## src/sv/rbsi_pkg.sv

```systemverilog
// Shared types and constants for the ray versus box slab test.
package rbsi_pkg;

	localparam int unsigned COORD_W = 32;
	localparam int unsigned NUM_W   = COORD_W + 1;
	localparam int unsigned FRAC_W  = 16;
	// Divider latency: one set-up stage, one stage per quotient bit, one saturation stage.
	localparam int unsigned DIV_LAT = COORD_W + 2;
	// Full latency from the accepting edge to the strobe being sampled.
	localparam int unsigned TOT_LAT = DIV_LAT + 4;

	localparam logic signed [COORD_W-1:0] Q_MAX = {1'b0, {(COORD_W-1){1'b1}}};
	localparam logic signed [COORD_W-1:0] Q_MIN = {1'b1, {(COORD_W-1){1'b0}}};

	typedef struct packed {
		logic signed [COORD_W-1:0] origin_x;
		logic signed [COORD_W-1:0] origin_y;
		logic signed [COORD_W-1:0] origin_z;
		logic signed [COORD_W-1:0] dir_x;
		logic signed [COORD_W-1:0] dir_y;
		logic signed [COORD_W-1:0] dir_z;
		logic signed [COORD_W-1:0] lo_corner_x;
		logic signed [COORD_W-1:0] lo_corner_y;
		logic signed [COORD_W-1:0] lo_corner_z;
		logic signed [COORD_W-1:0] hi_corner_x;
		logic signed [COORD_W-1:0] hi_corner_y;
		logic signed [COORD_W-1:0] hi_corner_z;
	} item_t;

	typedef struct packed {
		logic                      hit;
		logic signed [COORD_W-1:0] entry_distance;
	} result_t;

endpackage

```

## src/sv/rbsi_slab_div.sv

```systemverilog
// Pipelined saturating Q16.16 divider: one slab distance, one quotient bit per stage.
module rbsi_slab_div (
	input  logic                                 clk,
	input  logic signed [rbsi_pkg::NUM_W-1:0]    num,
	input  logic signed [rbsi_pkg::COORD_W-1:0]  dir,
	output logic signed [rbsi_pkg::COORD_W-1:0]  quot
);
	import rbsi_pkg::*;

	localparam int unsigned DVD_W = NUM_W + FRAC_W;

	logic [NUM_W-1:0]   num_mag;
	logic [COORD_W-1:0] dir_mag;
	logic [DVD_W-1:0]   dvd;
	logic               ovf;

	logic [COORD_W-1:0] rem_s  [0:COORD_W];
	logic [COORD_W-1:0] low_s  [0:COORD_W];
	logic [COORD_W-1:0] dmag_s [0:COORD_W];
	logic [COORD_W-1:0] quo_s  [0:COORD_W];
	logic               neg_s  [0:COORD_W];
	logic               zero_s [0:COORD_W];
	logic               nneg_s [0:COORD_W];
	logic               ovf_s  [0:COORD_W];

	always_comb begin
		num_mag = num[NUM_W-1] ? NUM_W'(-num) : NUM_W'(num);
		dir_mag = dir[COORD_W-1] ? COORD_W'(-dir) : COORD_W'(dir);
		dvd     = {num_mag, {FRAC_W{1'b0}}};
		// quotient of 2^32 or more: the top bits of the dividend already reach the divisor
		ovf     = {{(COORD_W-(DVD_W-COORD_W)){1'b0}}, dvd[DVD_W-1:COORD_W]} >= dir_mag;
	end

	always_ff @(posedge clk) begin
		rem_s[0]  <= {{(COORD_W-(DVD_W-COORD_W)){1'b0}}, dvd[DVD_W-1:COORD_W]};
		low_s[0]  <= dvd[COORD_W-1:0];
		dmag_s[0] <= dir_mag;
		quo_s[0]  <= '0;
		neg_s[0]  <= num[NUM_W-1] ^ dir[COORD_W-1];
		zero_s[0] <= (dir == '0);
		nneg_s[0] <= !num[NUM_W-1];
		ovf_s[0]  <= ovf;
	end

	for (genvar k = 0; k < COORD_W; k++) begin : g_step
		logic [COORD_W:0] trial;
		logic [COORD_W:0] diff;
		logic             ge;

		always_comb begin
			trial = {rem_s[k], low_s[k][COORD_W-1]};
			diff  = trial - {1'b0, dmag_s[k]};
			ge    = trial >= {1'b0, dmag_s[k]};
		end

		always_ff @(posedge clk) begin
			rem_s[k+1]  <= ge ? diff[COORD_W-1:0] : trial[COORD_W-1:0];
			low_s[k+1]  <= {low_s[k][COORD_W-2:0], 1'b0};
			dmag_s[k+1] <= dmag_s[k];
			quo_s[k+1]  <= {quo_s[k][COORD_W-2:0], ge};
			neg_s[k+1]  <= neg_s[k];
			zero_s[k+1] <= zero_s[k];
			nneg_s[k+1] <= nneg_s[k];
			ovf_s[k+1]  <= ovf_s[k];
		end
	end

	always_ff @(posedge clk) begin
		if (zero_s[COORD_W]) begin
			quot <= nneg_s[COORD_W] ? Q_MAX : Q_MIN;
		end else if (neg_s[COORD_W]) begin
			if (ovf_s[COORD_W] || quo_s[COORD_W] > COORD_W'(Q_MIN))
				quot <= Q_MIN;
			else
				quot <= COORD_W'(-quo_s[COORD_W]);
		end else begin
			if (ovf_s[COORD_W] || quo_s[COORD_W][COORD_W-1])
				quot <= Q_MAX;
			else
				quot <= quo_s[COORD_W];
		end
	end

endmodule
```

## config.mk

```make
export PLATFORM = sky130hd
export DESIGN_NAME = rbsi_slab_div
export DESIGN_NICKNAME = d
export VERILOG_FILES = /design/src/sv/rbsi_pkg.sv /design/src/sv/rbsi_slab_div.sv
export SDC_FILE = /design/constraint.sdc
export NUM_CORES = 2
export LEC_CHECK = 0
export BUFFER_PORTS_ARGS = -buffer_cell sky130_fd_sc_hd__buf_2
export CAP_MARGIN = 5
export CORE_MARGIN = 2
export CORE_UTILIZATION = 40
export CTS_CLUSTER_DIAMETER = 40
export DETAILED_ROUTE_END_ITERATION = 12
export MAX_ROUTING_LAYER = met4
export PLACE_DENSITY_LB_ADDON = 0.2
export SLEW_MARGIN = 20
export SYNTH_ARGS = -nofsm -noshare
export SYNTH_HDL_FRONTEND = slang
export SYNTH_MEMORY_MAX_BITS = 65536
export SYNTH_SLANG_ARGS = --single-unit
```

## constraint.sdc

```tcl
create_clock -name clk -period 5.55 [get_ports clk]
set_clock_uncertainty 0.1 [all_clocks]
set_input_delay 0.2775 -clock clk [delete_from_list [all_inputs] [get_ports clk]]
set_output_delay 0.2775 -clock clk [all_outputs]
set_load 0.05 [all_outputs]
```

======== Word-level counts from Yosys, hierarchy flattened ========
Memory sizes are Yosys's and may differ from the RTL's.
Cells that the tools add are included.
operators by class
  $add $sub $neg .......................... 35
  order comparisons ....................... 34
  muxes and demuxes ....................... 39
  bitwise operators ....................... 1
  reduce and logical (&&, ||, !) cells .... 4
operators with widths
  cell                                                            count
  32-bit 2-to-1 mux                                               38
  33-bit by 32-bit greater-or-equal comparator with 1-bit output  32
  32-bit subtractor                                               32
  32-bit negator                                                  2
  33-bit 2-to-1 mux                                               1
  33-bit negator                                                  1
  17-bit by 32-bit greater-or-equal comparator with 1-bit output  1
  32-bit greater-than comparator, second input constant           1
  32-bit zero test                                                1
  1-bit logical OR                                                2
  1-bit zero test                                                 1
  1-bit bitwise XOR                                               1
word-level totals
  register bits after elaboration ......... 32
  RAM bits ................................ 4,323
  input bits .............................. 66
  output and inout port bits .............. 32
  word-level logic and storage cells ...... 122
  memories kept ........................... 8
memory list
  name             depth  bits a word  read ports  clocked after Yosys merged registers in  wr ports  line                 source
  dmag_s           33     32           32          0                                        33        rbsi_slab_div.sv:19  logic [COORD_W-1:0] dmag_s [0:COORD_W];
  quo_s            33     32           33          0                                        33        rbsi_slab_div.sv:20  logic [COORD_W-1:0] quo_s [0:COORD_W];
  rem_s            33     32           32          0                                        33        rbsi_slab_div.sv:17  logic [COORD_W-1:0] rem_s [0:COORD_W];
  low_s            33     31           32          0                                        33        rbsi_slab_div.sv:18  logic [COORD_W-1:0] low_s [0:COORD_W];
  neg_s            33     1            33          0                                        33        rbsi_slab_div.sv:21  logic neg_s [0:COORD_W];
  nneg_s           33     1            33          0                                        33        rbsi_slab_div.sv:23  logic nneg_s [0:COORD_W];
  2 more memories  -      -            -           -                                        -         -

======== Longest topological paths before layout ========
An unclocked memory read counts as a cell.
  word-level depth ........................ 6
  mapped depth ............................ 19
  depth with buffers taken out ............ 19

======== Worst setup path before layout ========
No wires, ideal clock.
  kind .................................... input-to-reg
  from .................................... in num[8] (netlist bit)
  to ...................................... mem ovf_s[0]
  library setup time ...................... 0.125 ns
  arrival time ............................ 3.711 ns
  required time ........................... 5.325 ns
  slack ................................... 1.614 ns
  stages on the path ...................... 18
  buffers on the path ..................... 0
  cells stage by stage .................... nor4_1 -> nand2b_1 -> or3_1 -> or4_1 -> or4_1 -> o21ai_0 -> xnor2_1 -> ha_1 -> a21o_1 -> a21o_1 -> a21oi_1 -> o21ai_0 -> a21oi_1 -> nor2b_1 -> o21ai_0 -> a21oi_1 -> o31ai_1 -> a21oi_1
RTL lines
  item                line                 source
  start: declaration  rbsi_slab_div.sv:4   input logic signed [rbsi_pkg::NUM_W-1:0] num,
  end: declaration    rbsi_slab_div.sv:24  logic ovf_s [0:COORD_W];

==> impl_metrics.py <==
metrics = {
    "run_status": {
        "outcome": "finished, final reports clean",
    },
    "worst_setup_path": {
        "crit_buf_inv": 3,
        "r2r_cells": 13,
        "r2r-start": "dmag_s[0][833]",
        "critPathKind": "reg -> reg",
        "worstSetupEndpointType": "flop",
        "cp_data_required_time_ps": 6270,
        "crit_path_frequent_cell": "buf_4",
        "critPathLaunchType": "flop",
        "cp_slowest_cell": "a2111oi_0",
        "r2r_slack_ps": 1010,
        "reg2reg_to": "rem_s[0][884]",
        "crit_path_max_incr_delay_ps": 810,
        "path_max_fanout": 33,
        "path_cells": "inv_1, ha_1, nor2b_1, o2111ai_1, a41oi_1, o41ai_1, buf_4, o21ai_0, o21ai_1, a2111oi_0, a2bb2oi_4, buf_4, mux2_2",
        "crit_family": "compound AO/OA/AOI/OAI gates",
        "crit_arrival_ps": 5260,
        "crit_cells": 13,
    },
    "worst_hold_path": {
        "holdCritPathClass": "in -> reg",
        "min_path_cells": 3,
        "hold-path-endpoint": "rem_s[0][15]",
        "hp-start": "num[31]",
    },
    "clocking": {
        "cts.clk_slew.worst_paths_ps": 60,
        "root_buffer": "clkbuf_16",
        "cts.sinks": 2861,
        "cts_buffer_depth": 4,
        "cts_buffers": 412,
        "cts_tree": "yes",
        "clk_latency_ps": 960,
        "cts.htree.levels": 5,
    },
    "grt": {
        "grt_max_degree": 65,
        "grt_pass1_wl_mm": 456.7,
        "first_global_vias": 85240,
        "overflow": 0,
        "grt_usage": 0.1862,
        "antenna_found_initial": 12,
    },
    "yosys": {
        "async_flop_share": 0,
        "avgSynthCellArea_um2": 9.552,
        "synth_edf_count": 0,
        "synth-warning-count": 0,
        "synth_cell_type_count": 98,
        "synth_flop_cell": "dfxtp_1",
        "synth_cells": 12860,
        "syn_area_um2": 122800,
        "ys_ff_latch": 2861,
        "ys_seq_area_frac": 0.4663,
        "syn-num-nets": 13980,
    },
    "floorplanning": {
        "ioPinCount": 98,
        "core_um2": 305600,
        "start_util": 0.4020,
        "row_count": 203,
        "dieArea_um2": 311500,
        "fp.dieW_um": 558.1,
        "dieHeight_um": 558.1,
    },
    "timing": {
        "finalCritPeriodShare": 0.8186,
        "hold_viol": 0,
        "setup_viol": 0,
        "holdWs_ps": 110.3,
        "rsz0062_at_grt": "no",
        "slew_violations": 0,
        "setup-tns-final_ps": 0,
        "slew_headroom": 0.3155,
        "max_freq_ghz": 0.2201,
        "tightest_slew_ps": 1001,
        "period_minus_slack_ps": 4543,
    },
    "finish": {
        "drive_gt1_frac": 0.1006,
        "final_common_cell": "dfxtp_1",
        "final_cell_mix": "2861 x dfxtp_1, 1306 x inv_1, 1029 x ha_1",
        "nNetsFinal": 14440,
        "final_util": 0.4733,
        "syn_to_final_growth_pct": 17.74,
        "register_area_um2": 57270,
        "multiInputGateArea_um2": 59830,
        "num-fill-cells": 28880,
    },
    "route": {
        "first_iter_violations": 5672,
        "vias": 88490,
        "antenna_left": 0,
        "wl_mm": 287.4,
        "wl_per_cell_um": 16.15,
        "drc": 0,
        "firstDrtPassIters": 6,
        "vias_per_cell": 4.974,
    },
    "placed_design": {
        "dp_hpwl_mm": 220.4,
        "place_congestion": 0.8871,
        "io_buffer_count": 97,
    },
    "pwr": {
        "power_density_nw_per_um2": 661.9,
        "power.leakage_uw": 0.06574,
        "peakVddDrop_uv": 321.4,
    },
    "job": {
        "maxCapViolCount": 0,
    },
}
==> metrics by stage <==
stage                     setup slack [ps]  instances  power [µW]  cell area (µm²)
final                                 1007      17790       95720           144600
after detailed placement             894.2      16830       68650           128100
after floorplan                       1614      12860       59240           122800
after global placement               716.4      16830       68610           128100
after global routing                 594.9      17780      102700           144600
after CTS                             1045      17770       96440           144600
==> where the power goes <==
group	switching, µW	leakage [µW]	internal (µW)
sequential	3540	0.0240	26300
combinational	21200	0.0346	17600
clock	10200	0.00718	16900
total	35000	0.0657	60800
==> metal layers <==
| layer | share of wire | track usage | vias up |
|---|---|---|---|
| met2 | 0.46 | 0.2992 | 1696 |
| li1 | - | - | 45480 |
| met4 | 0.027 | 0.05596 | 0 |
| met1 | 0.47 | 0.2432 | 40800 |
| met5 | 0 | - | - |
| met3 | 0.045 | 0.02490 | 509 |
==> worst register-to-register path: cells and delay by family (launching register included) <==
kind                       cells  cell delay (ps)
muxes                          1              420
buffers and inverters          3              650
and+or+nand+nor                1              190
adders and majority gates      1              280
DFF                            1              380
AOI/OAI and AO/OA              7             2390
==> layout make-up <==
| cell class | instances | area share |
|---|---|---|
| diodes | 17 | 0.0002942 |
| clock buffers | 482 | 0.07630 |
| clock inverters | 287 | 0.02598 |
| inverters | 1308 | 0.03395 |
| multi-input cells | 8419 | 0.4137 |
| flip-flops and latches | 2861 | 0.3961 |
| well taps | 4100 | 0.03547 |
| repair buffers | 316 | 0.01819 |
==> cells by family after synthesis <==
group                    Yosys count  synth area share
multiplexers                     395           0.03597
buffers and inverters           1578           0.04875
XOR/XNOR                         885           0.06311
adder cells (fa/ha/maj)         1060            0.1099
AO/OA/AOI/OAI                   3265            0.1663
flip-flops                      2861            0.4663
AND/OR/NAND/NOR                 2814            0.1097
==> cell usage after synthesis (72+ instances only) <==
| library cell | instances | area [µm²] |
|---|---|---|
| and3_1 | 74 | 462.9 |
| nand2_1 | 819 | 3074 |
| dfxtp_1 | 2861 | 57270 |
| xnor2_1 | 541 | 4738 |
| a31oi_1 | 72 | 450.4 |
| nor2_1 | 778 | 2920 |
| nand2b_1 | 156 | 975.9 |
| o21ai_0 | 823 | 4119 |
| mux2_2 | 371 | 4178 |
| a211oi_1 | 93 | 698.2 |
| o31ai_1 | 97 | 728.2 |
| a21o_1 | 481 | 3611 |
| clkbuf_1 | 217 | 814.5 |
| ha_1 | 1029 | 12870 |
| o21a_1 | 158 | 1186 |
| nand4_1 | 137 | 857.1 |
| xor2_1 | 344 | 3013 |
| nor2b_1 | 166 | 1039 |
| a21oi_1 | 983 | 4920 |
| inv_1 | 1306 | 4902 |
| nor3_1 | 140 | 700.7 |
| o21bai_1 | 111 | 833.3 |
| nand3_1 | 186 | 930.9 |
==> registers in the layout, summed over array words and instances, names as in the netlist <==
register and cells:
neg_s 33, ovf_s 33, dmag_s 1024, rem_s 1009, quo_s 528, quot 32
nneg_s 33, low_s 136, zero_s 33
==> worst max-delay path by stage <==
stage                         startpoint       endpoint  slack [ps]
after global routing      dmag_s[0][577]  rem_s[0][624]         590
after detailed placement          num[4]       ovf_s[0]         890
after floorplan                   num[8]       ovf_s[0]        1610
final                     dmag_s[0][833]  rem_s[0][884]        1010
after global placement            num[4]       ovf_s[0]         720
after CTS                 dmag_s[0][833]  rem_s[0][884]        1050
==> timing repair <==
item	in CTS	in global routing
endpoints found under the hold margin	69	0
setup endpoints to repair	0	0
buffers inserted	0	0
gates resized for setup	0	0
hold buffers	170	0
No activity file was read; power rests on OpenSTA's default activity.
